--- config.mk ---
export PLATFORM = sky130hd
export DESIGN_NAME = prf_cmd_fifo
export DESIGN_NICKNAME = d
export VERILOG_FILES = /design/src/rtl/prf_cmd_fifo.sv
export SDC_FILE = /design/constraint.sdc
export NUM_CORES = 1
export LEC_CHECK = 0
export ABC_AREA = 1
export BUFFER_PORTS_ARGS = -buffer_cell sky130_fd_sc_hd__buf_2
export CAP_MARGIN = 5
export CORE_MARGIN = 2
export CORE_UTILIZATION = 51
export DETAILED_ROUTE_END_ITERATION = 10
export PLACE_DENSITY = 0.76
export SYNTH_ARGS = -nofsm -noshare
export SYNTH_HDL_FRONTEND = slang
export SYNTH_SLANG_ARGS = --single-unit
export TNS_END_PERCENT = 1
--- constraint.sdc ---
create_clock -name clock -period 2 [get_ports clock]
set_input_delay 0.4 -clock clock [delete_from_list [all_inputs] [get_ports clock]]
set_output_delay 0.4 -clock clock [all_outputs]
set_load 0.005 [all_outputs]
--- src/rtl/prf_cmd_fifo.sv ---
// Two-entry command queue between the front end and the response sequencer.
module prf_cmd_fifo #(
   parameter int WIDTH = 16
) (
   input  logic             clock,
   input  logic             reset,
   input  logic             in_valid,
   output logic             in_ready,
   input  logic [WIDTH-1:0] in_data,
   output logic             out_valid,
   input  logic             out_ready,
   output logic [WIDTH-1:0] out_data
);

   logic [WIDTH-1:0] entry_ff [2];
   logic             wptr_ff, wptr_in;
   logic             rptr_ff, rptr_in;
   logic [1:0]       count_ff, count_in;
   logic             push;
   logic             pop;

   assign in_ready  = (count_ff != 2'd2);
   assign out_valid = (count_ff != 2'd0);
   assign out_data  = entry_ff[rptr_ff];
   assign push      = in_valid && in_ready;
   assign pop       = out_valid && out_ready;

   // Pointer and occupancy update.
   always_comb begin
      wptr_in  = push ? !wptr_ff : wptr_ff;
      rptr_in  = pop ? !rptr_ff : rptr_ff;
      count_in = count_ff;
      if (push && !pop) begin
         count_in = count_ff + 2'd1;
      end else if (pop && !push) begin
         count_in = count_ff - 2'd1;
      end
   end

   always_ff @(posedge clock) begin
      if (reset) begin
         wptr_ff  <= 1'b0;
         rptr_ff  <= 1'b0;
         count_ff <= 2'd0;
      end else begin
         wptr_ff  <= wptr_in;
         rptr_ff  <= rptr_in;
         count_ff <= count_in;
      end
   end

   always_ff @(posedge clock) begin
      if (push) begin
         entry_ff[wptr_ff] <= in_data;
      end
   end

endmodule

Word level (Yosys, flattened, before mapping):

Memories as Yosys holds them, arrays and structs flattened. A register that Yosys moved wholly into a read port is not among the register bits.
Index checks and enable logic that the tools add are counted.

* input bits: 20
* output and inout bits: 18
* bits in writable memories: 32
* logic and storage cells: 23
* bits in registers: 4
* memories: 1

Memories
* entry_ff: depth 2, width 16, read ports 1, clocked after Yosys merged registers in 1, write ports 1, RTL line 15 `logic [WIDTH-1:0] entry_ff [2];`

* equality and inequality tests: 1
* reductions and logical operators: 10
* mux-type cells: 6
* $add $sub $neg: 2

Operators with widths (number)
* logical AND 1 bit: 4
* logical NOT 1 bit: 4
* two-way mux 1 bit: 4
* two-way mux 2 bit: 2
* nonzero test 2 bit: 2
* adder 2 x 1 -> 2 bit (second input constant): 1
* != test 2 bit (second input constant): 1
* subtractor 2 x 1 -> 2 bit (second input constant): 1

Depth between registers and ports, before layout:

Gate-level depths: netlist of run 1.

* word-level depth: 6
* mapped depth: 11
* depth with buffers taken out: 11

Worst setup path before layout of run 1:

No wires, ideal clock.

* path kind: reg2reg
* start point: register count_ff[0]
* end point: memory entry_ff[1][0], enable pin
* data required time: 1.612 ns
* data arrival time: 1.257 ns
* slack: 0.354 ns
* setup time: 0.388 ns
* clock period less this slack: 1.646 ns
* stages on the path, launching flop included: 5
* buffers on the path: 0
* cells stage by stage: dfxtp_1 inv_1 nand2_1 nand2_1 nor2_1

* cells in the longest elaborated chain, start to end: 4

Ends and longest elaborated chain
* start: declaration: RTL line 18 `logic [1:0] count_ff, count_in;`
* start signal: assignment: RTL line 48 `count_ff <= count_in;`
* != test 2 bit: RTL line 22 `assign in_ready = (count_ff != 2'd2);`
* named net in_ready: RTL line 8 `output logic in_ready,`
* logical AND 1 bit: RTL line 25 `assign push = in_valid && in_ready;`
* two-way mux 1 bit: RTL line 53 `if (push) begin`
* two-way mux 1 bit (not written as such): RTL line 54 `entry_ff[wptr_ff] <= in_data;`
* end: declaration: RTL line 15

The timed path passes the listed nets, and every way through them passes these cells.

==> metrics.csv, run 1 <==
metric,value,unit
synth_adder_area_share,0.008636,
fin_ws,0.2489,ns
cts.clk_slew.worst_paths,0.10,ns
finClkSkew,0.006655,ns
start_util,0.5300,
drt.antenna.violating_nets,0,
grtUsageTotal,0.1524,
status,"complete, no violations",
drt_first_pass_iters,4,
n_antenna_cell,0,
cp-end-kind,output pin,
fmax,571.1,MHz
crit_slowest_cell,dfxtp_1,
syn_nets,108,
dieArea,0.003283,sq mm
period_minus_slack,1.751,ns
cts.sinks,37,
clkLatencyLatePin,0.33,ns
ys_types,14,
maxCapViolCount,0,
vias,823,
wl_per_cell,13.20,microns
port_buffers,37,
powerDensity,1131,mW/mm^2
final_common_cell,buf_2,
cts_resized,0,
final_cells,167,
synth_top_family_by_area,multiplexers,
path_cells,"buf_4, mux2_4, buf_2",
p_leak,0.7254,nW
drt-vias-per-instance,4.928,
clockBufferDepth,2,
fin_nets,156,
finalSetupTns,0,ns
rsz0062_at_grt,no,
ioPinCount,38,
antenna_found_initial,0,
area_growth,20.03,%
finalMaxSlewViolations,0,
hold_class,input port to flop,
peakVddDrop,0.8321,mV
seq_area_frac_synth,0.7323,
synthXorXnorAreaFrac,0,
post-cts-setup-buffer-count,0,
path_class,flop to output pin,
std_cell_rows,19,
period_share,0.8755,
hold_buffers,0,
slew_headroom,0.8777,
synthSimpleGateAreaFrac,0.05268,
fill_cells,212,
worstPathRequired,1.60,ns
drive_above_1_share,0.4779,
drc,0,
core_area,0.002734,sq mm
crit_arrival,1.35,ns
clockRootBuffer,clkbuf_4,
muxShareOfSynthArea,0.1503,
critPathLaunchType,flop,
hold_violations,0,
synth_area,0.001449,sq mm
cts_tree,yes,
avgSynthCellArea,16.65,sq um
grt-ovfl-total,0,
grt_max_degree,12,
drt_iter0_drc,30,
grt_pass1_vias,848,
htreeDepth,2,
syn-instance-count,87,
wl,2204,microns
place.gp.congestion,0.7036,
die_y,57.30,microns
dp_hpwl,1694,microns
finalSetupViolCount,0,
cpPeakStageDelay,0.35,ns
final_cell_mix,"37 x buf_2, 32 x edfxtp_1, 10 x mux2_4, 9 x nand2_1, 8 x inv_1",
worst_pin_slew,0.1834,ns
ys_seq_elements,37,
die_x,57.30,microns
yosys_warnings,0,
place_inst,159,
post-place-ws,0.5406,ns
post-route-util,0.6362,
worstPathMaxFanout,10,
synth-compound-area-share,0.01382,
cts_buffers,5,
grt_pass1_wl,3505,microns
-- per-layer routing --
layer  vias up  share of wire  GRT usage
li1        410              -          -
met1       382           0.40     0.1499
met2        27           0.51     0.2627
met3         4          0.071    0.08163
met4         0          0.018    0.06977
met5         -              0          0
-- cells by family (layout without fill, tap and decap cells) --
logic type	after synthesis	count (layout)
DFF	37	37
and+or+nand+nor	19	19
muxes	16	16
buffers and inverters	10	59
AOI/OAI and AO/OA	4	4
adders and majority gates	1	1
-- path summary, 6_finish.rpt --
check	start	end	slack [ns]	depth (start not counted)
setup / recovery	flop	out_data[2]	0.25	3
hold / removal	in_data[14]	entry_ff[0][14]	0.25	1
setup reg to reg	count_ff[0]	count_ff[1]	0.50	10
hold reg to reg	wptr_ff	wptr_ff	0.52	2
-- cell type report --
type | instances | area [sq um] | area share
inverters | 8 | 30.03 | 0.01727
clock buffers | 7 | 45.04 | 0.02590
multi-input cells | 40 | 326.6 | 0.1878
repair buffers | 43 | 230.2 | 0.1324
flip-flops and latches | 37 | 1061 | 0.6101
clock inverters | 1 | 7.507 | 0.004317
well taps | 31 | 38.79 | 0.02230
-- Yosys cell counts --
cell type	number	share of area
inv_1	8	0.021
mux2_2	6	0.047
mux2_4	10	0.10
nand2_1	9	0.023
edfxtp_1	32	0.66
ha_1	1	0.0086
o21ai_0	2	0.0069
buf_6	1	0.0078
a21oi_1	2	0.0069
nand3_1	2	0.0069
nand4_1	1	0.0043
buf_12	1	0.014
dfxtp_1	5	0.069
nor2_1	7	0.018
-- metrics by stage --
| stage | hold slack, ns | instance area [sq um] | total power, W |
|---|---|---|---|
| 2_1_floorplan | 0.4645 | 1449 | 0.001429 |
| 3_3_place_gp | 0.4839 | 1687 | 0.001597 |
| 3_5_place_dp | 0.5092 | 1687 | 0.001633 |
| 4_1_cts | 0.2346 | 1739 | 0.001991 |
| 5_1_grt | 0.2122 | 1739 | 0.002093 |
| 6_report | 0.2461 | 1739 | 0.001966 |
-- sequential cells by signal, summed over array words and instances, names as in the netlist, named ones only --
| name | cells |
|---|---|
| entry_ff | 32 |
| count_ff | 2 |
| rptr_ff | 1 |
| wptr_ff | 1 |
-- report_power, final --
group | internal, W | total [W] | switching [W] | leakage (nW)
Clock | 0.000139 | 0.000359 | 0.000220 | 0.0255
Sequential | 0.000979 | 0.00102 | 0.0000422 | 0.340
Combinational | 0.000300 | 0.000587 | 0.000286 | 0.360
-- critical path: cells and delay by family, from the launching register on --
family,cells,cell delay (ns)
buf+inv,2,0.35
flops,1,0.35
mux,1,0.32
(Power assumes the default switching activity.)
==> run 2: changes to the inputs <==
CORE_UTILIZATION = 30   (was 51)
PLACE_DENSITY = 0.48   (was 0.76)
==> run 2 against run 1 <==
Sequential power about the same. Sequential share of layout area fell by 2.6 points. Clock power is 33% higher. Global-route usage shrank 5.7 points. Die area is 65% higher. Clock skew increased by 0.0015 ns. Via count shrank 1.2%. Non-clock buffer count fell by 3. Clock-buffer cell count is the same. Power is 7.1% higher. Critical path type unchanged.
==> metrics.csv, run 2 (same netlist as run 1, synthesis figures left out) <==
metric,value,unit
status,"complete, no violations",
peakVddDrop,0.4071,mV
dp_hpwl,1682,microns
wl,2261,microns
post-cts-setup-buffer-count,0,
path_class,flop to output pin,
port_buffers,37,
drt-vias-per-instance,4.348,
final_cell_mix,"37 x buf_2, 32 x edfxtp_1, 10 x mux2_4, 9 x nand2_1, 8 x inv_1",
hold_violations,0,
clock_power_share,0.227,
cts.sinks,37,
clockBufferDepth,2,
drive_above_1_share,0.4812,
internal_power,0.001543,W
regMostFlops,entry_ff,
grtUsageTotal,0.09521,
wl_per_cell,12.09,microns
worstPathRequired,1.60,ns
grt_pass1_vias,833,
powerDensity,1159,mW/mm^2
htreeDepth,2,
combPwrFrac,0.287,
die_x,73.50,microns
clockRootBuffer,clkbuf_8,
fmax,578.1,MHz
area_growth,25.39,%
drc,0,
p_leak,0.7366,nW
cts_tree,yes,
grt-ovfl-total,0,
start_util,0.3088,
final_common_cell,buf_2,
place_inst,179,
cts_resized,0,
drt_first_pass_iters,4,
post-place-ws,0.5483,ns
cts_buffers,5,
final_cells,187,
drt_iter0_drc,41,
core_area,0.004692,sq mm
worstPathMaxFanout,14,
worst_pin_slew,0.3460,ns
maxCapViolCount,0,
finalSetupViolCount,0,
clkLatencyLatePin,0.28,ns
hold_class,input port to flop,
die_y,73.50,microns
hold_buffers,0,
ioPinCount,38,
antenna_found_initial,0,
grt_pass1_wl,3629,microns
p_sw_frac,0.2675,
drt.antenna.violating_nets,0,
vias,813,
finalSetupTns,0,ns
top_regs,"entry_ff (32), count_ff (2)",
n_antenna_cell,0,
finalMaxSlewViolations,0,
period_share,0.8649,
cp-end-kind,output pin,
std_cell_rows,25,
cts.clk_slew.worst_paths,0.07,ns
critPathLaunchType,flop,
fin_nets,153,
rsz0062_at_grt,no,
slew_headroom,0.7691,
grt_max_degree,15,
pwr-share-seq,0.486,
dieArea,0.005402,sq mm
crit_arrival,1.33,ns
period_minus_slack,1.730,ns
largest_reg_flops,32,
fin_ws,0.2703,ns
power_switching,0.0005635,W
finClkSkew,0.008129,ns
place.gp.congestion,0.6239,
[run 2: changes by cell type in the layout (fill, tap and decap cells not counted), sizes merged]
cell	change
clkinvlp	-1
buf	-3
clkinv	+1
[run 2: cell type report]
class / count / area (sq um)
multi-input cells: 40 / 331.6
clock buffers: 7 / 76.32
clock inverters: 1 / 5.005
repair buffers: 40 / 245.2
flip-flops and latches: 37 / 1061
inverters: 8 / 30.03
fillers: 453 / 2875
well taps: 54 / 67.56
[run 2: worst max-delay path: stages (launching register included)]
cell,delay (ns)
dfxtp_1,0.40
buf_12,0.19
mux2_2,0.33
buf_2,0.13
[run 2: worst paths after layout]
kind,slack (ns),cells past startpoint,from,to
setup reg to reg,0.52,10,count_ff[0],count_ff[1]
hold / removal,0.30,1,in_data[1],entry_ff[0][1]
hold reg to reg,0.51,2,rptr_ff,rptr_ff
setup / recovery,0.27,3,flop,out_data[14]
[run 2: through the flow]
stage	area, sq um	hold WS, ns	util	total power [W]
finish	1817	0.3041	0.3872	0.002106
global route	1817	0.2906	0.3872	0.002244
CTS	1817	0.2948	0.3872	0.002144
detailed placement	1735	0.5040	0.3699	0.001660
global placement	1735	0.4837	0.3699	0.001642
floorplan	1449	0.4645	-	0.001429
[run 2: power groups by stage]
stage / clock [W] / combinational [W] / sequential (W)
after floorplan: 0 / 0.000402 / 0.00103
final: 0.000478 / 0.000605 / 0.00102
after global placement: 0 / 0.000607 / 0.00104
after global routing: 0.000533 / 0.000675 / 0.00104
after CTS: 0.000499 / 0.000620 / 0.00103
after detailed placement: 0 / 0.000618 / 0.00104
[run 2: routing by layer]
| metal | vias up | GRT usage | part of all wire |
|---|---|---|---|
| met5 | - | 0 | 0 |
| met4 | 0 | 0.05455 | 0.023 |
| met3 | 7 | 0.04390 | 0.077 |
| met2 | 28 | 0.1677 | 0.51 |
| met1 | 379 | 0.08987 | 0.39 |
| li1 | 399 | - | - |
==> run 3: changes to the inputs <==
RECOVER_POWER = 100   (was unset)
==> run 3 against run 2 <==
Sequential power about the same. Clock-buffer cell count stayed put. Hold slack hardly changed. Die area stayed put. Clock power barely moved. Critical path depth unchanged. Wire length up 2.1%. Critical path type unchanged.
==> metrics.csv, run 3 (same netlist as run 1, synthesis figures left out) <==
metric,value,unit
hold_buffers,0,
multi_input_area,296.5,sq um
clkLatencyLatePin,0.28,ns
dp_hpwl,1682,microns
grt_pass1_wl,3629,microns
grt_max_degree,15,
final_cell_area,0.001733,sq mm
fmax,579.7,MHz
cp-end-kind,output pin,
cts_buffers,5,
finalMaxSlewViolations,0,
grt_pass1_vias,833,
area_growth,19.60,%
drt-vias-per-instance,4.337,
final_cell_mix,"32 x edfxtp_1, 22 x buf_2, 16 x clkbuf_1, 9 x nand2_1",
n_antenna_cell,0,
fin_nets,153,
grtUsageTotal,0.09521,
cts.sinks,37,
maxCapViolCount,0,
finalSetupViolCount,0,
hold_violations,0,
power,0.002017,W
antenna_found_initial,0,
finalSetupTns,0,ns
period_share,0.8625,
fill_cells,472,
path_class,flop to output pin,
p_leak,0.6607,nW
cts_resized,0,
drive_above_1_share,0.2932,
status,"complete, no violations",
hold_class,input port to flop,
final_cells,187,
place_inst,179,
largest_reg_flops,32,
critPathLaunchType,flop,
core_area,0.004692,sq mm
rsz0062_at_grt,no,
std_cell_rows,25,
powerDensity,1164,mW/mm^2
peakVddDrop,0.3894,mV
worstPathMaxFanout,14,
dieArea,0.005402,sq mm
clockBufferDepth,2,
crit_arrival,1.33,ns
worstPathRequired,1.60,ns
final_common_cell,edfxtp_1,
drt_iter0_drc,42,
htreeDepth,2,
seq_area,0.001061,sq mm
drt_first_pass_iters,2,
cts.clk_slew.worst_paths,0.07,ns
start_util,0.3088,
drt.antenna.violating_nets,0,
ioPinCount,38,
drc,0,
port_buffers,37,
clockRootBuffer,clkbuf_8,
top_regs,"entry_ff (32), count_ff (2)",
vias,811,
grt-ovfl-total,0,
place.gp.congestion,0.6239,
worst_pin_slew,0.4233,ns
die_x,73.50,microns
die_y,73.50,microns
period_minus_slack,1.725,ns
post-route-util,0.3693,
slew_headroom,0.7168,
post-cts-setup-buffer-count,0,
wl,2309,microns
finClkSkew,0.008130,ns
cts_tree,yes,
wl_per_cell,12.35,microns
regMostFlops,entry_ff,
place_area,0.001735,sq mm
run 3: layout make-up:
type / instances / share of cell area
sequential: 37 / 0.6123
multi-input combinational: 40 / 0.1711
timing repair buffer: 40 / 0.1134
clock buffer: 7 / 0.04404
tap: 54 / 0.03899
inverter: 8 / 0.01733
clock inverter: 1 / 0.002888
run 3: worst paths after layout:
kind	to	cells after the start	slack, ns	from
max	out_data[11]	3	0.27	flop
min	entry_ff[0][1]	1	0.30	in_data[1]
max reg2reg	entry_ff[1][10]	5	0.32	count_ff[0]
min reg2reg	wptr_ff	2	0.51	wptr_ff
run 3: per-layer routing:
| layer | vias to the layer above | wire [microns] | global-route usage | part of all wire |
|---|---|---|---|---|
| met2 | 28 | 1150 | 0.1677 | 0.50 |
| met1 | 378 | 934 | 0.08987 | 0.40 |
| met3 | 7 | 170 | 0.04390 | 0.074 |
| met5 | - | 0 | 0 | 0 |
| li1 | 398 | - | - | - |
| met4 | 0 | 53 | 0.05455 | 0.023 |
run 3: power breakdown:
part           switching, W  internal, W  leakage, nW
registers         0.0000412     0.000981        0.340
clock network      0.000234     0.000244       0.0422
logic              0.000276     0.000241        0.279
total              0.000552      0.00147        0.661
run 3: through the flow:
step / worst slack [ns] / hold slack (ns)
3_5_place_dp: 0.5483 / 0.5040
3_3_place_gp: 0.5659 / 0.4837
4_1_cts: 0.2377 / 0.2948
6_report: 0.2749 / 0.3040
5_1_grt: 0.1649 / 0.2906
2_1_floorplan: 0.3542 / 0.4645
run 3: worst max-delay path, stage by stage, from the launching register on:
cell and delay, ns:
dfxtp_1 0.40, buf_12 0.18, mux2_1 0.33, buf_2 0.13
