<file path="config.mk">
export PLATFORM = sky130hd
export DESIGN_NAME = prf_front_flat
export DESIGN_NICKNAME = d
export VERILOG_FILES = /design/src/rtl/prf_pkg.sv /design/src/rtl/prf_ifs.sv /design/src/rtl/prf_front.sv /design/src/flat_wrapper.sv
export SDC_FILE = /design/constraint.sdc
export NUM_CORES = 1
export LEC_CHECK = 0
export ABC_AREA = 0
export BUFFER_PORTS_ARGS = -buffer_cell sky130_fd_sc_hd__buf_4
export CAP_MARGIN = 20
export CORE_ASPECT_RATIO = 1.25
export CORE_UTILIZATION = 46
export CTS_BUF_LIST = sky130_fd_sc_hd__clkbuf_4 sky130_fd_sc_hd__clkbuf_8 sky130_fd_sc_hd__clkbuf_16
export CTS_CLUSTER_SIZE = 30
export DETAILED_ROUTE_END_ITERATION = 10
export PLACE_DENSITY = 0.65
export SYNTH_ARGS = -nofsm -noshare
export SYNTH_HDL_FRONTEND = slang
export SYNTH_SLANG_ARGS = --single-unit
</file>
<file path="constraint.sdc">
create_clock -name clock -period 5.1 [get_ports clock]
set_input_delay 0.255 -clock clock [delete_from_list [all_inputs] [get_ports clock]]
set_output_delay 0.255 -clock clock [all_outputs]
set_load 0.03 [all_outputs]
</file>
<file path="src/rtl/prf_pkg.sv">
// Shared types, field widths and codes of the packet ring FIFO.
package prf_pkg;

   // Field widths of the request, response and register channels.
   localparam int BYTE_W     = 8;
   localparam int LEN_W      = 7;
   localparam int STATUS_W   = 2;
   localparam int SLOTS_W    = 5;
   localparam int CSR_IDX_W  = 1;
   localparam int CSR_DATA_W = 7;

   // Response status codes.
   localparam logic [STATUS_W-1:0] STATUS_OK      = 2'd0;
   localparam logic [STATUS_W-1:0] STATUS_INVALID = 2'd1;
   localparam logic [STATUS_W-1:0] STATUS_FULL    = 2'd2;
   localparam logic [STATUS_W-1:0] STATUS_EMPTY   = 2'd3;

   // Request type codes.
   localparam logic REQ_SEND = 1'b0;
   localparam logic REQ_RECV = 1'b1;

   // Register indexes.
   localparam logic [CSR_IDX_W-1:0] REG_SLOTS_IN_USE = 1'd0;
   localparam logic [CSR_IDX_W-1:0] REG_SLOT_BYTES   = 1'd1;

   // Command from the front end to the response sequencer.
   typedef struct packed {
      logic                stream;
      logic [STATUS_W-1:0] status;
      logic [LEN_W-1:0]    len;
   } prf_cmd_type;

endpackage

</file>
<file path="src/rtl/prf_ifs.sv">
// Channel interfaces of the packet ring FIFO: request, response and register write.
interface prf_req_if
   import prf_pkg::*;
   ();
   logic             valid;
   logic             ready;
   logic             req_type;
   logic [BYTE_W-1:0] data_byte;
   logic             byte_present;
   logic             last_byte;
   logic [LEN_W-1:0] recv_limit;

   modport source (output valid, req_type, data_byte, byte_present, last_byte, recv_limit,
                   input ready);
   modport sink   (input valid, req_type, data_byte, byte_present, last_byte, recv_limit,
                   output ready);
endinterface


interface prf_csr_if
   import prf_pkg::*;
   ();
   logic                  valid;
   logic                  ready;
   logic [CSR_IDX_W-1:0]  index;
   logic [CSR_DATA_W-1:0] data;

   modport source (output valid, index, data, input ready);
   modport sink   (input valid, index, data, output ready);
endinterface

</file>
<file path="src/rtl/prf_front.sv">
// Front end: registers, ring bookkeeping, send byte writes and request classification.
module prf_front
   import prf_pkg::*;
#(
   parameter int RING_SLOTS_MAX = 16,
   parameter int SLOT_BYTES_MAX = 64,
   localparam int SW    = (RING_SLOTS_MAX > 1) ? $clog2(RING_SLOTS_MAX) : 1,
   localparam int DEPTH = RING_SLOTS_MAX * SLOT_BYTES_MAX,
   localparam int AW    = (DEPTH > 1) ? $clog2(DEPTH) : 1
) (
   input  logic                 clock,
   input  logic                 reset,
   prf_req_if.sink              req,
   prf_csr_if.sink              csr,
   output logic                 cmd_valid,
   output prf_cmd_type          cmd_data,
   output logic [SW-1:0]        cmd_slot,
   input  logic                 cmd_ready,
   input  logic                 stream_done,
   output logic                 wr_en,
   output logic [AW-1:0]        wr_addr,
   output logic [BYTE_W-1:0]    wr_data
);

   localparam int CW    = $clog2(RING_SLOTS_MAX + 1);
   localparam int BW    = (SLOT_BYTES_MAX > 1) ? $clog2(SLOT_BYTES_MAX) : 1;

   // Configuration registers.
   logic [SLOTS_W-1:0] slots_ff, slots_in;
   logic [LEN_W-1:0]   bytes_ff, bytes_in;

   // Ring bookkeeping and the send in progress.
   logic [SW-1:0]    read_slot_ff, read_slot_in;
   logic [SW-1:0]    write_slot_ff, write_slot_in;
   logic [CW-1:0]    queued_ff, queued_in;
   logic [LEN_W-1:0] cnt_ff, cnt_in;
   logic             ovr_ff, ovr_in;
   logic             blk_ff, blk_in;
   logic [1:0]       streams_ff, streams_in;

   // Slot length store with a registered head read.
   logic [LEN_W-1:0] len_mem [RING_SLOTS_MAX];
   logic [LEN_W-1:0] head_len_ff;
   logic             len_we;
   logic [LEN_W-1:0] commit_len;

   logic [CW-1:0]    ns;
   logic [LEN_W-1:0] nb;
   logic             usable;
   logic             is_send;
   logic             accept;
   logic             push_stream;

   function automatic logic [SW-1:0] next_slot(input logic [SW-1:0] s, input logic [CW-1:0] n);
      logic [CW-1:0] inc;
      inc = CW'(s) + CW'(1);
      if (inc >= n) begin
         next_slot = '0;
      end else begin
         next_slot = SW'(inc);
      end
   endfunction

   // Effective ring size and slot size, saturated at the build limits.
   always_comb begin
      if (32'(slots_ff) > RING_SLOTS_MAX) begin
         ns = CW'(RING_SLOTS_MAX);
      end else begin
         ns = CW'(slots_ff);
      end
      if (32'(bytes_ff) > SLOT_BYTES_MAX) begin
         nb = LEN_W'(SLOT_BYTES_MAX);
      end else begin
         nb = bytes_ff;
      end
      usable = (ns != '0) && (nb != '0);
   end

   // Sends are held off while a receive still streams out of the payload store,
   // and no request is taken in the cycle of a register write.
   assign is_send   = (req.req_type == REQ_SEND);
   assign req.ready = cmd_ready && !csr.valid && !(is_send && (streams_ff != 2'd0));
   assign accept    = req.valid && req.ready;
   assign csr.ready = 1'b1;

   // Request classification and next state of the ring.
   always_comb begin
      slots_in      = slots_ff;
      bytes_in      = bytes_ff;
      read_slot_in  = read_slot_ff;
      write_slot_in = write_slot_ff;
      queued_in     = queued_ff;
      cnt_in        = cnt_ff;
      ovr_in        = ovr_ff;
      blk_in        = blk_ff;
      len_we        = 1'b0;
      commit_len    = cnt_ff;
      wr_en         = 1'b0;
      cmd_valid     = 1'b0;
      cmd_data      = '0;
      cmd_slot      = read_slot_ff;
      push_stream   = 1'b0;

      if (csr.valid) begin
         if (csr.index == REG_SLOTS_IN_USE) begin
            slots_in = csr.data[SLOTS_W-1:0];
         end else begin
            bytes_in = csr.data;
         end
         read_slot_in  = '0;
         write_slot_in = '0;
         queued_in     = '0;
         cnt_in        = '0;
         ovr_in        = 1'b0;
         blk_in        = 1'b0;
      end else if (accept && is_send) begin
         // Store a present byte, or note why it cannot be stored.
         if (req.byte_present) begin
            if (cnt_ff >= nb) begin
               ovr_in = 1'b1;
            end else begin
               if (usable && (queued_ff < ns)) begin
                  wr_en = 1'b1;
               end else begin
                  blk_in = 1'b1;
               end
               cnt_in = cnt_ff + LEN_W'(1);
            end
         end
         // The last item commits the packet or reports why it cannot.
         if (req.last_byte) begin
            cmd_valid       = 1'b1;
            cmd_data.stream = 1'b0;
            if (!usable || ovr_in) begin
               cmd_data.status = STATUS_INVALID;
            end else if ((queued_ff >= ns) || blk_in) begin
               cmd_data.status = STATUS_FULL;
            end else begin
               cmd_data.status = STATUS_OK;
               cmd_data.len    = cnt_in;
               commit_len      = cnt_in;
               len_we          = 1'b1;
               write_slot_in   = next_slot(write_slot_ff, ns);
               queued_in       = queued_ff + CW'(1);
            end
            cnt_in = '0;
            ovr_in = 1'b0;
            blk_in = 1'b0;
         end
      end else if (accept) begin
         // Receive: report an error or pop the oldest packet.
         cmd_valid       = 1'b1;
         cmd_data.stream = 1'b0;
         if (!usable) begin
            cmd_data.status = STATUS_INVALID;
         end else if (queued_ff == '0) begin
            cmd_data.status = STATUS_EMPTY;
         end else if (head_len_ff > req.recv_limit) begin
            cmd_data.status = STATUS_INVALID;
         end else begin
            cmd_data.status = STATUS_OK;
            cmd_data.len    = head_len_ff;
            cmd_data.stream = (head_len_ff != '0);
            push_stream     = (head_len_ff != '0);
            read_slot_in    = next_slot(read_slot_ff, ns);
            queued_in       = queued_ff - CW'(1);
         end
      end
   end

   // Count of receive streams still holding a slot of the payload store.
   always_comb begin
      streams_in = streams_ff;
      if (push_stream && !stream_done) begin
         streams_in = streams_ff + 2'd1;
      end else if (!push_stream && stream_done) begin
         streams_in = streams_ff - 2'd1;
      end
   end

   assign wr_addr = AW'(write_slot_ff) * AW'(SLOT_BYTES_MAX) + AW'(cnt_ff[BW-1:0]);
   assign wr_data = req.data_byte;

   always_ff @(posedge clock) begin
      if (reset) begin
         slots_ff      <= SLOTS_W'(16);
         bytes_ff      <= LEN_W'(64);
         read_slot_ff  <= '0;
         write_slot_ff <= '0;
         queued_ff     <= '0;
         cnt_ff        <= '0;
         ovr_ff        <= 1'b0;
         blk_ff        <= 1'b0;
         streams_ff    <= 2'd0;
      end else begin
         slots_ff      <= slots_in;
         bytes_ff      <= bytes_in;
         read_slot_ff  <= read_slot_in;
         write_slot_ff <= write_slot_in;
         queued_ff     <= queued_in;
         cnt_ff        <= cnt_in;
         ovr_ff        <= ovr_in;
         blk_ff        <= blk_in;
         streams_ff    <= streams_in;
      end
   end

   // Length store: written at commit, head entry read into a register with bypass.
   always_ff @(posedge clock) begin
      if (len_we) begin
         len_mem[write_slot_ff] <= commit_len;
      end
      if (len_we && (write_slot_ff == read_slot_in)) begin
         head_len_ff <= commit_len;
      end else begin
         head_len_ff <= len_mem[read_slot_in];
      end
   end

endmodule

</file>
<file path="src/flat_wrapper.sv">
// flat-port wrapper written by rule: the top's interface ports become plain ports
module prf_front_flat import prf_pkg::*;
#(
   parameter int RING_SLOTS_MAX = 16,
   parameter int SLOT_BYTES_MAX = 64,
   localparam int SW    = (RING_SLOTS_MAX > 1) ? $clog2(RING_SLOTS_MAX) : 1,
   localparam int DEPTH = RING_SLOTS_MAX * SLOT_BYTES_MAX,
   localparam int AW    = (DEPTH > 1) ? $clog2(DEPTH) : 1
)
  (clock, reset, cmd_valid, cmd_data, cmd_slot, cmd_ready, stream_done, wr_en, wr_addr, wr_data, req_valid, req_req_type, req_data_byte, req_byte_present, req_last_byte, req_recv_limit, req_ready, csr_valid, csr_index, csr_data, csr_ready);
  prf_req_if req_i ();
  prf_csr_if csr_i ();
  input  logic clock;
  input  logic reset;
  output logic cmd_valid;
  output prf_cmd_type cmd_data;
  output logic [SW-1:0] cmd_slot;
  input  logic cmd_ready;
  input  logic stream_done;
  output logic wr_en;
  output logic [AW-1:0] wr_addr;
  output logic [BYTE_W-1:0] wr_data;
  input wire logic [$bits(req_i.valid)-1:0] req_valid;
  input wire logic [$bits(req_i.req_type)-1:0] req_req_type;
  input wire logic [$bits(req_i.data_byte)-1:0] req_data_byte;
  input wire logic [$bits(req_i.byte_present)-1:0] req_byte_present;
  input wire logic [$bits(req_i.last_byte)-1:0] req_last_byte;
  input wire logic [$bits(req_i.recv_limit)-1:0] req_recv_limit;
  output wire logic [$bits(req_i.ready)-1:0] req_ready;
  input wire logic [$bits(csr_i.valid)-1:0] csr_valid;
  input wire logic [$bits(csr_i.index)-1:0] csr_index;
  input wire logic [$bits(csr_i.data)-1:0] csr_data;
  output wire logic [$bits(csr_i.ready)-1:0] csr_ready;
  assign req_i.valid = req_valid;
  assign req_i.req_type = req_req_type;
  assign req_i.data_byte = req_data_byte;
  assign req_i.byte_present = req_byte_present;
  assign req_i.last_byte = req_last_byte;
  assign req_i.recv_limit = req_recv_limit;
  assign req_ready = req_i.ready;
  assign csr_i.valid = csr_valid;
  assign csr_i.index = csr_index;
  assign csr_i.data = csr_data;
  assign csr_ready = csr_i.ready;
  prf_front #(.RING_SLOTS_MAX(RING_SLOTS_MAX), .SLOT_BYTES_MAX(SLOT_BYTES_MAX)) u_core (.clock(clock), .reset(reset), .req(req_i), .csr(csr_i), .cmd_valid(cmd_valid), .cmd_data(cmd_data), .cmd_slot(cmd_slot), .cmd_ready(cmd_ready), .stream_done(stream_done), .wr_en(wr_en), .wr_addr(wr_addr), .wr_data(wr_data));
endmodule
</file>
# == Yosys cells after proc, flatten, opt, wreduce, memory -nomap -nowiden ==
# Memories as Yosys holds them, arrays and structs flattened. A register that Yosys moved wholly into a read port is not among the register bits.
# Cells that the tools add are included.
# word_totals
mem_count,1
output_inout_bits,36
in_bits,32
reg_bits,36
wordCells,139
mem_bits_rw,112
# classes
order_cmp,8
reduce_logical,29
bitwise,4
addsub,8
n_mux,75
eq_ne,5
# mem_list
memory,words,width,read_ports,rd_ports_with_merged_regs,wr,line,text
u_core.len_mem,16,7,1,1,1,prf_front.sv:42,logic [LEN_W-1:0] len_mem [RING_SLOTS_MAX];
# ops
op,count
$mux W7,14
$mux W5,9
$mux W1,34
$mux W4,8
$mux W10,3
$ge A5 B5 Y1,3
$reduce_bool A7 Y1,2
$mux W2,6
$add A10 B6 Y10,1
$add A4 B1 Y5 const B,2
$logic_and A1 B1 Y1,9
$mux W9,1
$reduce_bool A2 Y1,4
$add A7 B1 Y7 const B,1
$ge A7 B7 Y1,1
$gt A7 B7 Y1,1
$gt A7 B7 Y1 const B,1
$reduce_and A7 Y1,1
$ne A2 B2 Y1 const B,3
$add A5 B1 Y5 const B,1
$gt A5 B5 Y1 const B,1
$logic_not A1 Y1,5
$logic_not A5 Y1,1
$lt A5 B5 Y1,1
other kinds (10),16

# == Longest topological paths before layout ==
# logic_depth
depth_word,18
depth_mapped,17
mapped_depth_nobuf,15

# == Least setup slack after synthesis ==
# Ideal clock, no wire load.
# synth_timing
kind,flip-flop to flip-flop
startpoint,reg (tool-made name)
endpoint,reg u_core.streams_ff[1]
required_time_ns,5.029
path_buffers,2
setup_ns,0.071
synth_period_minus_slack_ns,4.300
slack_ns,0.800
arrival_time_ns,4.230
path_stages_with_launch,16
cell_sequence,dfxtp_1 buf_2 buf_2 mux4_2 mux2_2 o21ai_0 ha_1 nor2b_1 o21ai_0 a21oi_1 o22ai_1 nand2_1 a41oi_1 ha_1 or3_1 a21oi_1
# synth_lines
item,line,text
"end signal, assigned",prf_front.sv:204,streams_ff <= streams_in;
"end, declared",prf_front.sv:39,"logic [1:0] streams_ff, streams_in;"

==> flow_summary.json <==
{
  "post_cts_buffers": 0,
  "post-route-period-util_pct": 85.7,
  "synth_area_um2": 7420,
  "cts_sinks": 152,
  "layout_commonest_cell": "edfxtp_1",
  "cp.arrival_ns": 4.12,
  "totalNegativeSetupSlack_ns": 0,
  "p_per_area_nw_per_um2": 313,
  "cts-resized-gates": 0,
  "synth.ff_latch_count": 152,
  "crit_path_end_kind": "primary output",
  "hp-class": "primary input to register",
  "synth_edf_count": 112,
  "grt_overflow": 0,
  "synthFlopType": "edfxtp_1",
  "cts_hold_buf": 0,
  "worstPathRequired_ns": 4.85,
  "ir_drop_v": 0.000182,
  "worst_setup_path_start_kind": "register",
  "crit_path_top_delay_cell": "dfxtp_2",
  "die_x_um": 116,
  "grt_pass1_vias": 4949,
  "syn_avg_cell_area_um2": 12.6,
  "start_util_pct": 47.3,
  "detailed_place_hpwl_um": 12400,
  "worstPathCellList": "buf_4 -> mux4_2 -> mux2i_1 -> a21oi_1 -> ha_1 -> nor2b_1 -> o21ai_0 -> a21oi_1 -> o22ai_1 -> nand2_1 -> o22ai_1 -> buf_4",
  "via_count": 4814,
  "worstHoldStart": "csr_data[4]",
  "final-setup-viol-count": 0,
  "clock_latency_ns": 0.43,
  "syn_to_final_growth_pct": 15.1,
  "clock_path_buffers": 2,
  "final_layout_size_suffix_gt1_share_pct": 21.9,
  "hold_depth": 2,
  "antenna_found_initial": 0,
  "crit_type": "register to primary output",
  "nFillCells": 1346,
  "final_nets": 704,
  "synth.yosys.seq_area_share_pct": 56.1,
  "io_pins": 68,
  "wirelength_um": 16900,
  "row_count": 51,
  "rsz0062_at_grt": "false",
  "critical_path.top_delay_family": "compound AO/OA/AOI/OAI gates",
  "tightest_slew_ns": 1.11,
  "cpPeakStageDelay_ns": 0.70,
  "htree_levels": 4,
  "fin_skew_ns": 0.0116,
  "wl_per_cell_um": 19.7,
  "root_buffer": "clkbuf_16",
  "drtIter0Drc": 280,
  "numPortBuffers": 50,
  "synthCells": 588,
  "clk_pin_slew_ns": 0.06,
  "cts_tree": "built",
  "grt_max_degree": 20,
  "synth.net_count": 660,
  "die_h_um": 144,
  "final_cell_mix": "112 x edfxtp_1, 65 x buf_4, 48 x nor2_1, 39 x ha_1, 39 x dfxtp_1",
  "max_freq_mhz": 229,
  "yosysWarnings": 0,
  "worst-path-max-fanout": 17,
  "synthArstFlopShare_pct": 0,
  "place_area_um2": 7960,
  "gp_congestion": 0.851,
  "slew_headroom_pct": 25.2,
  "p_leak_uw": 0.00299,
  "diodes": 0,
  "drv_slew": 0,
  "ant_nets": 0,
  "numCtsBuffers": 17,
  "period_needed_ns": 4.37,
  "first_pass_iters": 5,
  "worstReg2RegEnd": "u_core.streams_ff[1]$_SDFFE_PP0P_",
  "fin_area_um2": 8540,
  "min_to": "u_core.slots_ff[4]$_SDFFE_PP1P_",
  "critPathBufInv": 2,
  "viasPerCell": 5.62,
  "drv_cap": 0,
  "reg2reg_depth": 14,
  "grt_use_total_pct": 22.4,
  "coreArea_um2": 15700,
  "dieArea_um2": 16700,
  "drc_errors": 0,
  "outcome": "complete, no violations",
  "grt_pass1_wl_um": 27000,
  "rrSetupSlack_ns": 0.73,
  "finalHoldViolCount": 0,
  "hold_slack_ns": 0.0611,
  "crit_cells": 12,
  "synth.distinct_cells": 56
}
[cell type report]
class                           instances  area [um^2]  share of cell area [%]
Sequential cell                       152         4170                    48.8
Multi-Input combinational cell        373         2950                    34.6
Timing Repair Buffer                   65          488                    5.71
Clock buffer                           19          440                    5.16
Clock inverter                         13          145                    1.70
Inverter                               23         86.3                    1.01
Tap cell                              212          265                    3.10
[power by group]
part	internal, uW	switching (uW)	total, uW
Combinational	41.8	59.6	101
Sequential	1320	7.49	1320
Clock	736	515	1250
[worst register-to-register path, cell delays in order, from the launching register on]
cell and delay, ns:
dfxtp_2 0.70, buf_4 0.31, mux4_2 0.52, mux2i_1 0.15, a21oi_1 0.14, ha_1 0.35
nor2b_1 0.13, o21ai_0 0.16, a21oi_1 0.09, o22ai_1 0.30, nand2_1 0.28, a41oi_1 0.33
ha_1 0.32, or3_1 0.38, a21oi_1 0.15
[state kept, by name (all words and copies together) (netlist names), named ones only]
signal	count
u_core.streams_ff	2
u_core.blk_ff	1
u_core.len_mem	112
u_core.cnt_ff	7
u_core.queued_ff	5
u_core.slots_ff	5
u_core.ovr_ff	1
u_core.cmd_slot	4
u_core.write_slot_ff	4
u_core.bytes_ff	7
[metrics by stage]
stage | worst slack [ns] | total power, uW | std cells | utilization, %
2_1_floorplan | 0.800 | 1420 | 588 | -
3_3_place_gp | 0.877 | 1450 | 822 | 50.6
3_5_place_dp | 0.735 | 1450 | 825 | 50.7
4_1_cts | 0.685 | 2690 | 857 | 54.4
5_1_grt | 0.306 | 2750 | 857 | 54.4
6_report | 0.727 | 2680 | 857 | 54.4
[worst max-delay path by stage]
stage	from	slack, ns	endpoint
2_1_floorplan	register	0.80	u_core.streams_ff[1]$_SDFFE_PP0P_
3_3_place_gp	register	0.88	u_core.streams_ff[1]$_SDFFE_PP0P_
3_5_place_dp	register	0.74	u_core.streams_ff[1]$_SDFFE_PP0P_
4_1_cts	register	0.68	cmd_data[3]
5_1_grt	register	0.31	u_core.streams_ff[1]$_SDFFE_PP0P_
6_report	register	0.73	cmd_data[3]
[cells by family after synthesis]
logic type	count (synthesis)	synth area share (%)
buf+inv	63	4.15
compound gates	94	7.87
xor+xnor	19	2.24
simple gates	174	11.9
other cells	1	0.0505
mux	45	10.8
flops	152	56.1
fa+ha+maj	40	6.84
[cells in the mapped netlist (2+ instances only)]
cell type  number  area [um^2]
a32oi_1         2         17.5
dfxtp_1        40          801
or4_1           3         22.5
nor3b_1         4         30.0
nand2b_1        8         50.1
or3_1           7         43.8
clkbuf_1       17         63.8
inv_1          23         86.3
and2_1          2         12.5
nand3_1        20          100
or2_2           5         31.3
mux4_2         28          631
xor2_1         13          114
buf_2           5         25.0
a21oi_1        33          165
nand4_1         3         18.8
xnor2_1         6         52.6
a211oi_1        4         30.0
a31oi_1         7         43.8
o22ai_1         9         56.3
edfxtp_1      112         3360
buf_4          15          113
nor3_1         11         55.1
a211o_1         3         26.3
o21ai_1         2         10.0
nor2b_1        10         62.6
ha_1           39          488
and3_1          5         31.3
nor4_1          3         18.8
nand2_1        38          143
mux2_2          3         33.8
o21ai_0        18         90.1
a21o_1          7         52.6
nor2_1         48          180
mux2i_1        14          140
[layer usage]
layer  part of all wire (%)  routed length [um]  global-route usage, %  vias up
li1                       -                   -                      -     2270
met3                    4.1                 699                   4.02       33
met4                    2.4                 403                   8.97        0
met5                      0                   0                      0        -
met1                     41                6890                   27.5     2386
met2                     53                8880                   39.0      125
Power figures use the tool's default switching activity.
